===== config.mk =====
export PLATFORM = sky130hd
export DESIGN_NAME = piecewise_linear_color_ramp_flat
export DESIGN_NICKNAME = d
export VERILOG_FILES = /design/src/rtl/plcr_pkg.sv /design/src/rtl/plcr_level_if.sv /design/src/rtl/plcr_color_if.sv /design/src/rtl/piecewise_linear_color_ramp.sv /design/src/flat_wrapper.sv
export VERILOG_INCLUDE_DIRS = /design/src /design/src/rtl
export SDC_FILE = /design/constraint.sdc
export NUM_CORES = 2
export LEC_CHECK = 0
export BUFFER_PORTS_ARGS = -buffer_cell sky130_fd_sc_hd__buf_2
export CAP_MARGIN = 20
export CORE_UTILIZATION = 55
export DETAILED_ROUTE_END_ITERATION = 10
export PLACE_DENSITY = 0.74
export SYNTH_ARGS = -nofsm -noshare
export SYNTH_HDL_FRONTEND = slang
export SYNTH_SLANG_ARGS = --single-unit

===== constraint.sdc =====
create_clock -name clk -period 7.3 [get_ports clk]
set_input_delay 2.19 -clock clk [delete_from_list [all_inputs] [get_ports clk]]
set_output_delay 2.19 -clock clk [all_outputs]
set_load 0.02 [all_outputs]

===== src/rtl/piecewise_linear_color_ramp_macros.svh =====
// Assertion macros for the piecewise linear color ramp.
`ifndef PIECEWISE_LINEAR_COLOR_RAMP_MACROS_SVH
`define PIECEWISE_LINEAR_COLOR_RAMP_MACROS_SVH

// Checks that the consequent holds in the same cycle as the antecedent.
`define PLCR_ASSERT_NOW(label, ante, cons, msg) \
  label: assert property (@(posedge clk) disable iff (rst) (ante) |-> (cons)) \
    else $error(msg);

// Checks that the consequent holds in the cycle after the antecedent.
`define PLCR_ASSERT_NEXT(label, ante, cons, msg) \
  label: assert property (@(posedge clk) disable iff (rst) (ante) |=> (cons)) \
    else $error(msg);

`endif


===== src/rtl/plcr_pkg.sv =====
// Types and constants shared by the piecewise linear color ramp.
`default_nettype none

package plcr_pkg;

  localparam int LEVEL_W    = 17;
  localparam int POS_W      = 16;
  localparam int CHAN_W     = 8;
  localparam int CHAN_N     = 3;
  localparam int COLOR_W    = CHAN_N * CHAN_W;
  localparam int PROD_W     = CHAN_W + POS_W;
  localparam int COUNT_W    = 3;
  localparam int CFG_DATA_W = POS_W + COLOR_W;
  localparam int CFG_INDEX_W = 3;

  localparam logic [CFG_INDEX_W-1:0] REG_BREAK_COUNT = 3'd0;
  localparam logic [CFG_INDEX_W-1:0] REG_ENTRY_FIRST = 3'd1;

  typedef logic signed [LEVEL_W-1:0] level_t;
  typedef logic [CHAN_W-1:0] chan_t;
  typedef logic [POS_W-1:0] pos_t;
  // Red in the low byte, then green, then blue.
  typedef logic [COLOR_W-1:0] color_t;

  typedef struct packed {
    pos_t   pos;
    color_t color;
  } entry_t;

  localparam color_t COLOR_WHITE = '1;

endpackage

`default_nettype wire


===== src/rtl/plcr_level_if.sv =====
// Handshake channel that carries one level word.
`default_nettype none

interface plcr_level_if import plcr_pkg::*; ();
  logic   valid;
  logic   ready;
  level_t level;

  modport source (output valid, output level, input ready);
  modport sink (input valid, input level, output ready);
endinterface

`default_nettype wire


===== src/rtl/plcr_color_if.sv =====
// Handshake channel that carries one RGB color word.
`default_nettype none

interface plcr_color_if import plcr_pkg::*; ();
  logic  valid;
  logic  ready;
  chan_t red;
  chan_t green;
  chan_t blue;

  modport source (output valid, output red, output green, output blue, input ready);
  modport sink (input valid, input red, input green, input blue, output ready);
endinterface

`default_nettype wire


===== src/rtl/piecewise_linear_color_ramp.sv =====
// Top level of the piecewise linear color ramp: a level in, an RGB color out.
//
//   Channel   Direction  Word
//   levels    in         level, signed fraction
//   colors    out        red, green, blue
//   cfg_*     in         register writes, no handshake
//
// One word enters per cycle unless a stalled output backs up the stages; a result is
// offered after thirteen register stages: clamp, segment search, endpoint select,
// multiply, eight quotient-bit stages of the divider and a final add.
// Reset clears the break count, the break entries and all stage valid bits.
// A stalled output holds its word; each stage takes a new word whenever it is
// empty or its successor moves, so bubbles close up and nothing is lost.
`default_nettype none

`include "piecewise_linear_color_ramp_macros.svh"

module piecewise_linear_color_ramp import plcr_pkg::*; #(
  parameter int MAX_BREAKS    = 7,
  parameter int FRACTION_BITS = 15
) (
  input  wire logic                   clk,
  input  wire logic                   rst,
  input  wire logic                   cfg_write_en,
  input  wire logic [CFG_INDEX_W-1:0] cfg_index,
  input  wire logic [CFG_DATA_W-1:0]  cfg_data,
  plcr_level_if.sink                  levels,
  plcr_color_if.source                colors
);

  localparam int NSTAGE   = 4 + CHAN_W + 1;
  localparam int DIV_BASE = 3;
  localparam int DIV_LAST = DIV_BASE + CHAN_W;
  localparam logic [POS_W+8:0] ONE_FULL = (POS_W+9)'(1) << FRACTION_BITS;

  logic [COUNT_W-1:0] break_count;
  entry_t             entries [MAX_BREAKS];

  logic [NSTAGE-1:0] vld;
  logic [NSTAGE:0]   rdy;
  logic [NSTAGE-1:0] vld_in;

  logic [LEVEL_W-1:0] s1_lvl;

  logic [MAX_BREAKS-1:0] s2_lo;
  logic [MAX_BREAKS-1:0] s2_hi;
  logic                  s2_white;
  logic                  s2_found;
  logic [LEVEL_W-1:0]    s2_lvl;

  color_t            s3_a;
  color_t            s3_mag;
  logic [CHAN_N-1:0] s3_neg;
  pos_t              s3_d;
  pos_t              s3_w;

  logic [PROD_W-1:0] dv_rem [CHAN_W+1][CHAN_N];
  color_t            dv_q   [CHAN_W+1];
  color_t            dv_a   [CHAN_W+1];
  logic [CHAN_N-1:0] dv_neg [CHAN_W+1];
  pos_t              dv_w   [CHAN_W+1];

  color_t out_col;

  // Configuration registers.
  always_ff @(posedge clk) begin
    if (rst) begin
      break_count <= '0;
      for (int k = 0; k < MAX_BREAKS; k++) begin
        entries[k] <= '0;
      end
    end else if (cfg_write_en) begin
      if (cfg_index == REG_BREAK_COUNT) begin
        break_count <= cfg_data[COUNT_W-1:0];
      end
      for (int k = 0; k < MAX_BREAKS; k++) begin
        if (cfg_index == REG_ENTRY_FIRST + CFG_INDEX_W'(k)) begin
          entries[k] <= entry_t'(cfg_data);
        end
      end
    end
  end

  // Stage flow control.
  always_comb begin
    rdy[NSTAGE] = colors.ready;
    for (int k = NSTAGE - 1; k >= 0; k--) begin
      rdy[k] = !vld[k] || rdy[k+1];
    end
  end

  assign vld_in = {vld[NSTAGE-2:0], levels.valid};

  always_ff @(posedge clk) begin
    if (rst) begin
      vld <= '0;
    end else begin
      for (int k = 0; k < NSTAGE; k++) begin
        if (rdy[k]) begin
          vld[k] <= vld_in[k];
        end
      end
    end
  end

  assign levels.ready = rdy[0];

  // Stage 1: clamp the level to 0..1.0.
  logic [POS_W-1:0]   lvl_pos;
  logic [LEVEL_W-1:0] lvl_clamped;

  always_comb begin
    lvl_pos = levels.level[LEVEL_W-1] ? '0 : levels.level[POS_W-1:0];
    if ({9'b0, lvl_pos} > ONE_FULL) begin
      lvl_clamped = ONE_FULL[LEVEL_W-1:0];
    end else begin
      lvl_clamped = {1'b0, lvl_pos};
    end
  end

  always_ff @(posedge clk) begin
    if (rdy[0]) begin
      s1_lvl <= lvl_clamped;
    end
  end

  // Stage 2: find the first enclosing segment, or else select the last active break.
  logic [COUNT_W-1:0]    n_eff;
  logic [MAX_BREAKS-1:0] sel_lo;
  logic [MAX_BREAKS-1:0] sel_hi;
  logic                  found;

  always_comb begin
    n_eff  = (break_count > COUNT_W'(MAX_BREAKS)) ? COUNT_W'(MAX_BREAKS) : break_count;
    sel_lo = '0;
    sel_hi = '0;
    found  = 1'b0;
    if (n_eff >= COUNT_W'(2)) begin
      for (int i = 1; i < MAX_BREAKS; i++) begin
        if (!found && COUNT_W'(i) < n_eff &&
            s1_lvl >= {1'b0, entries[i-1].pos} && s1_lvl <= {1'b0, entries[i].pos}) begin
          found         = 1'b1;
          sel_lo[i-1]   = 1'b1;
          sel_hi[i]     = 1'b1;
        end
      end
    end
    if (!found) begin
      for (int k = 0; k < MAX_BREAKS; k++) begin
        sel_lo[k] = (n_eff == COUNT_W'(k + 1));
      end
    end
  end

  always_ff @(posedge clk) begin
    if (rdy[1]) begin
      s2_lo    <= sel_lo;
      s2_hi    <= sel_hi;
      s2_found <= found;
      s2_white <= (n_eff == '0);
      s2_lvl   <= s1_lvl;
    end
  end

  // Stage 3: pick the segment ends and form the spans.
  color_t            a_col;
  color_t            b_col;
  pos_t              p0;
  pos_t              p1;
  logic              interp;
  chan_t             av;
  chan_t             bv;
  color_t            mag;
  logic [CHAN_N-1:0] neg;

  always_comb begin
    a_col = '0;
    b_col = '0;
    p0    = '0;
    p1    = '0;
    for (int k = 0; k < MAX_BREAKS; k++) begin
      a_col = a_col | (entries[k].color & {COLOR_W{s2_lo[k]}});
      b_col = b_col | (entries[k].color & {COLOR_W{s2_hi[k]}});
      p0    = p0 | (entries[k].pos & {POS_W{s2_lo[k]}});
      p1    = p1 | (entries[k].pos & {POS_W{s2_hi[k]}});
    end
    if (s2_white) begin
      a_col = COLOR_WHITE;
    end
    interp = s2_found && (p1 != p0);
    mag    = '0;
    neg    = '0;
    for (int ch = 0; ch < CHAN_N; ch++) begin
      av = a_col[ch*CHAN_W +: CHAN_W];
      bv = b_col[ch*CHAN_W +: CHAN_W];
      if (interp) begin
        if (bv >= av) begin
          mag[ch*CHAN_W +: CHAN_W] = bv - av;
        end else begin
          mag[ch*CHAN_W +: CHAN_W] = av - bv;
          neg[ch]                  = 1'b1;
        end
      end
    end
  end

  always_ff @(posedge clk) begin
    if (rdy[2]) begin
      s3_a   <= a_col;
      s3_mag <= mag;
      s3_neg <= neg;
      s3_d   <= interp ? (s2_lvl[POS_W-1:0] - p0) : '0;
      s3_w   <= interp ? (p1 - p0) : POS_W'(1);
    end
  end

  // Stage 4: span times offset, one product per channel.
  always_ff @(posedge clk) begin
    if (rdy[DIV_BASE]) begin
      for (int ch = 0; ch < CHAN_N; ch++) begin
        dv_rem[0][ch] <= PROD_W'(s3_mag[ch*CHAN_W +: CHAN_W]) * PROD_W'(s3_d);
      end
      dv_q[0]   <= '0;
      dv_a[0]   <= s3_a;
      dv_neg[0] <= s3_neg;
      dv_w[0]   <= s3_w;
    end
  end

  // Restoring divider, one quotient bit per stage, most significant first.
  for (genvar s = 1; s <= CHAN_W; s++) begin : g_div
    localparam int SH = CHAN_W - s;
    logic [PROD_W-1:0] trial;

    assign trial = PROD_W'(dv_w[s-1]) << SH;

    always_ff @(posedge clk) begin
      if (rdy[DIV_BASE + s]) begin
        for (int ch = 0; ch < CHAN_N; ch++) begin
          if (dv_rem[s-1][ch] >= trial) begin
            dv_rem[s][ch]                  <= dv_rem[s-1][ch] - trial;
            dv_q[s][ch*CHAN_W +: CHAN_W]   <= {dv_q[s-1][ch*CHAN_W +: CHAN_W-1], 1'b1};
          end else begin
            dv_rem[s][ch]                  <= dv_rem[s-1][ch];
            dv_q[s][ch*CHAN_W +: CHAN_W]   <= {dv_q[s-1][ch*CHAN_W +: CHAN_W-1], 1'b0};
          end
        end
        dv_a[s]   <= dv_a[s-1];
        dv_neg[s] <= dv_neg[s-1];
        dv_w[s]   <= dv_w[s-1];
      end
    end
  end

  // Final stage: lower color plus or minus the quotient.
  always_ff @(posedge clk) begin
    if (rdy[NSTAGE-1]) begin
      for (int ch = 0; ch < CHAN_N; ch++) begin
        if (dv_neg[CHAN_W][ch]) begin
          out_col[ch*CHAN_W +: CHAN_W] <=
            dv_a[CHAN_W][ch*CHAN_W +: CHAN_W] - dv_q[CHAN_W][ch*CHAN_W +: CHAN_W];
        end else begin
          out_col[ch*CHAN_W +: CHAN_W] <=
            dv_a[CHAN_W][ch*CHAN_W +: CHAN_W] + dv_q[CHAN_W][ch*CHAN_W +: CHAN_W];
        end
      end
    end
  end

  assign colors.valid = vld[NSTAGE-1];
  assign colors.red   = out_col[0*CHAN_W +: CHAN_W];
  assign colors.green = out_col[1*CHAN_W +: CHAN_W];
  assign colors.blue  = out_col[2*CHAN_W +: CHAN_W];

  `PLCR_ASSERT_NEXT(take_fills_first_a, levels.valid && levels.ready, vld[0], "accepted level did not enter the first stage")
  `PLCR_ASSERT_NOW(empty_out_ready_a, !vld[NSTAGE-1], levels.ready, "input stalled while the output stage is empty")
  `PLCR_ASSERT_NOW(red_rem_a, vld[DIV_LAST], dv_rem[CHAN_W][0] < PROD_W'(dv_w[CHAN_W]), "red remainder not below divisor")
  `PLCR_ASSERT_NOW(green_rem_a, vld[DIV_LAST], dv_rem[CHAN_W][1] < PROD_W'(dv_w[CHAN_W]), "green remainder not below divisor")
  `PLCR_ASSERT_NOW(blue_rem_a, vld[DIV_LAST], dv_rem[CHAN_W][2] < PROD_W'(dv_w[CHAN_W]), "blue remainder not below divisor")

endmodule

`default_nettype wire


===== src/flat_wrapper.sv =====
// flat-port wrapper written by rule: the top's interface ports become plain ports
module piecewise_linear_color_ramp_flat import plcr_pkg::*;
#(
  parameter int MAX_BREAKS    = 7,
  parameter int FRACTION_BITS = 15
)
  (clk, rst, cfg_write_en, cfg_index, cfg_data, levels_valid, levels_level, levels_ready, colors_valid, colors_red, colors_green, colors_blue, colors_ready);
  plcr_level_if levels_i ();
  plcr_color_if colors_i ();
  input  wire logic clk;
  input  wire logic rst;
  input  wire logic cfg_write_en;
  input  wire logic [CFG_INDEX_W-1:0] cfg_index;
  input  wire logic [CFG_DATA_W-1:0] cfg_data;
  input wire logic [$bits(levels_i.valid)-1:0] levels_valid;
  input wire logic [$bits(levels_i.level)-1:0] levels_level;
  output wire logic [$bits(levels_i.ready)-1:0] levels_ready;
  output wire logic [$bits(colors_i.valid)-1:0] colors_valid;
  output wire logic [$bits(colors_i.red)-1:0] colors_red;
  output wire logic [$bits(colors_i.green)-1:0] colors_green;
  output wire logic [$bits(colors_i.blue)-1:0] colors_blue;
  input wire logic [$bits(colors_i.ready)-1:0] colors_ready;
  assign levels_i.valid = levels_valid;
  assign levels_i.level = levels_level;
  assign levels_ready = levels_i.ready;
  assign colors_valid = colors_i.valid;
  assign colors_red = colors_i.red;
  assign colors_green = colors_i.green;
  assign colors_blue = colors_i.blue;
  assign colors_i.ready = colors_ready;
  piecewise_linear_color_ramp #(.MAX_BREAKS(MAX_BREAKS), .FRACTION_BITS(FRACTION_BITS)) u_core (.clk(clk), .rst(rst), .cfg_write_en(cfg_write_en), .cfg_index(cfg_index), .cfg_data(cfg_data), .levels(levels_i), .colors(colors_i));
endmodule

==> run_results.csv <==
group,metric,value,unit
setup_path,cpMaxStageDelayCell,"and3_1",
clock_network,clockBufferDepth,3,
global_route,grt_max_degree,82,
sta,skew,74.9,ps
cells_and_area,syn2layout_area_growth,9.85,%
placement,gp_congestion,0.985,
clock_network,post_cts_buffers,0,
clock_network,clk_pin_slew,60,ps
setup_path,end_kind,"output port",
power_and_ir_drop,pwr-share-clk,26.9,%
clock_network,cts_resized,0,
die,die_h,408,um
placement,hpwl,180000,um
sta,maxSlewViolCount,0,
routing,drt-vias-per-instance,6.05,
routing,drc_errors,0,
power_and_ir_drop,p_int,0.0214,W
sta,min_period,6480,ps
setup_path,slowest_delay,460,ps
routing,totalWireLength,245000,um
setup_path,worstPathArrival,4290,ps
die,ioPinCount,91,
global_route,grt_usage,29.2,%
global_route,antenna_found_initial,7,
routing,via_count,63400,
setup_path,rrSetupSlack,1480,ps
clock_network,cts-htree-levels,4,
routing,ant_nets,0,
setup_path,crit_buf_inv,2,
sta,worstMarginPinSlew,1130,ps
synth,ys.warnings.count,0,
power_and_ir_drop,leakage,39.8,nW
setup_path,cp-start-kind,"primary input",
die,core,163000,um2
setup_path,crit_fanout,6,
worst_hold_path,hold_path_class,"reg -> reg",
power_and_ir_drop,p_comb_share,33.2,%
cells_and_area,num-fill-cells,12700,
synth,synth_cells,8038,
die,initial_core_util,55.6,%
power_and_ir_drop,switchingPower,0.0111,W
synth,yosysTopAreaCellShare,49.3,%
routing,firstDrtPassIters,9,
clock_network,clock-sinks,1505,
setup_path,cp_common_cell,"buf_2",
setup_path,crit_type,"in -> out",
clock_network,cts_tree,"done",
synth,synth_nets,9114,
setup_path,cpLargestDelayFamily,"simple AND/OR/NAND/NOR gates",
power_and_ir_drop,pwr-share-seq,39.9,%
synth,synth_flop_cell,"edfxtp_1",
die,row_count,148,
placement,dp.cells,10200,
sta,rsz0062_at_grt,"no",
sta,finalHoldViolCount,0,
synth,netlist_area,90600,um2
global_route,grt_pass1_wl,372000,um
sta,fin_setup_tns,0,ps
die,die_area,166000,um2
routing,drtIter0Drc,7196,
cells_and_area,fin_cells,10500,
synth,synth_edf_count,1488,
global_route,grt_pass1_vias,62400,
sta,timing.final.crit_share,88.8,%
job,drv_cap,0,
sta,fmax,0.154,GHz
clock_network,holdBufCountCts,0,
power_and_ir_drop,p_per_area,326,nW/um2
status,outcome,"finished clean",
placement,io_buffers,90,
synth,yosysTopAreaCell,"edfxtp_1",
setup_path,crit_chain,"buf_2, and4b_1, and4_4, and3_4, and2_1, and3_1, nand3_1, buf_2",
clock_network,root_buffer,"clkbuf_16",
power_and_ir_drop,sw_frac_of_total,34.2,%
synth,ys_types,90,
die,dieWidth,408,um
clock_network,numCtsBuffers,162,
routing,wire_per_inst,23.4,um
cells_and_area,nets,9233,
synth,yosysSeqAreaShare,49.7,%
setup_path,cp.depth,8,
sta,setup_violations,0,
setup_path,cp_data_required_time,5110,ps
synth,ys_ff_latch,1505,
cells_and_area,drive_above_1_share,6.95,%
synth,ys_top_cells_by_area,"edfxtp_1 49%, ha_1 10%, fa_1 6.3%, inv_1 3.1%, nor2_1 2.7%",
synth,synthArstFlopShare,0,%
synth,syn_area_per_cell,11.3,um2
power_and_ir_drop,max-vdd-ir-drop,0.000294,V
sta,slew_headroom,24.7,%
setup_path,r2r_cells,18,
worst_hold_path,min_path_cells,0,
clock_network,insertion_delay,840,ps
global_route,grt_overflow,0,
-- per-stage QoR --
stage / worst slack (ps) / hold WS (ps) / total power (W) / util, % / area [um2]
global placement: 820 / 400 / 0.0233 / 57.4 / 93700
floorplan: 116 / 400 / 0.0204 / - / 90600
detailed placement: 816 / 405 / 0.0236 / 57.5 / 93800
CTS: 795 / 391 / 0.0324 / 61.0 / 99500
finish: 820 / 401 / 0.0325 / 61.0 / 99600
global route: 762 / 403 / 0.0341 / 61.0 / 99600
-- metal layers --
layer,global-route usage [%],part of all wire [%],vias up
met5,0,0.019,-
met4,13.4,5.2,8
met3,4.73,7.7,596
met2,47.9,47,2839
met1,38.1,40,30800
li1,-,-,29100
-- registers in the layout, summed over array words and instances, names as in the netlist, 27 cells and up --
| name | cells |
|---|---|
| u_core.entries | 280 |
| u_core.dv_w | 128 |
| u_core.dv_neg | 27 |
| u_core.dv_a | 216 |
| u_core.dv_rem | 576 |
| u_core.dv_q | 108 |
-- final timing paths --
path,from,end
max,colors_ready,levels_ready
min,u_core.dv_a[0][66],u_core.dv_a[0][90]
max reg2reg,u_core.s3_d[3],u_core.dv_rem[0][22]
min reg2reg,u_core.dv_a[0][66],u_core.dv_a[0][90]
-- cell usage in the layout, fill, tap and decap left out, drive strengths merged, types with 35 or more instances in the layout --
cell,Yosys,final
a21o,197,197
a21oi,407,407
a22oi,154,154
a31oi,53,53
and2,201,201
and3,54,54
and4,37,37
buf,35,183
clkbuf,193,197
clkinv,0,70
edfxtp,1488,1488
fa,284,284
ha,727,727
inv,750,754
mux2,62,62
mux2i,45,45
nand2,648,648
nand2b,124,124
nand3,119,119
nand4,79,79
nor2,661,661
nor2b,113,113
nor3,146,146
nor4,40,40
o21a,72,72
o21ai,381,381
o21bai,35,35
xnor2,266,266
xor2,202,202
-- area by class of cell --
class                   count  area, um2  area share, %
clock inverters           107       1460           1.47
well taps                2175       2720           2.73
clock buffers             197       4260           4.27
diodes                      1       2.50        0.00251
multi-input cells        5555      42000           42.2
inverters                 750       2830           2.84
repair buffers            183       1270           1.28
flip-flops and latches   1505      45000           45.2
-- cell usage after synthesis, types with 16 or more instances --
| library cell | number |
|---|---|
| a2111oi_0 | 16 |
| a211oi_1 | 30 |
| a21boi_0 | 21 |
| a21o_1 | 197 |
| a21oi_1 | 405 |
| a221oi_1 | 33 |
| a222oi_1 | 16 |
| a22o_1 | 24 |
| a22oi_1 | 153 |
| a31o_2 | 19 |
| a31oi_1 | 51 |
| and2_1 | 201 |
| and3_1 | 53 |
| and4_1 | 36 |
| buf_2 | 18 |
| clkbuf_1 | 193 |
| dfxtp_1 | 17 |
| edfxtp_1 | 1488 |
| fa_1 | 284 |
| ha_1 | 727 |
| inv_1 | 748 |
| mux2_2 | 61 |
| mux2i_1 | 45 |
| nand2_1 | 648 |
| nand2b_1 | 124 |
| nand3_1 | 119 |
| nand4_1 | 79 |
| nor2_1 | 661 |
| nor2b_1 | 113 |
| nor3_1 | 145 |
| nor4_1 | 39 |
| o211ai_1 | 23 |
| o21a_1 | 72 |
| o21ai_0 | 369 |
| o21bai_1 | 35 |
| o31ai_1 | 27 |
| or2_2 | 16 |
| or3_1 | 32 |
| xnor2_1 | 266 |
| xor2_1 | 202 |
-- cells by family (layout without fill, tap and decap cells) --
logic type,after synthesis,in the layout,share of synthesized area (%)
and+or+nand+nor,2340,2340,12.5
xor gates and xnor gates,468,468,4.52
DFF,1505,1505,49.7
buffers and inverters,978,1237,4.09
muxes,107,107,1.27
other,0,1,0
AOI/OAI and AO/OA,1629,1629,11.7
adders and majority gates,1011,1011,16.3
-- power groups by stage --
stage / Combinational (W) / Clock [W] / Sequential, W
6_report: 0.0108 / 0.00875 / 0.0130
3_3_place_gp: 0.0102 / 0 / 0.0131
4_1_cts: 0.0106 / 0.00886 / 0.0130
2_1_floorplan: 0.00790 / 0 / 0.0125
3_5_place_dp: 0.0105 / 0 / 0.0131
5_1_grt: 0.0119 / 0.00917 / 0.0131
Power figures use the tool's default switching activity.
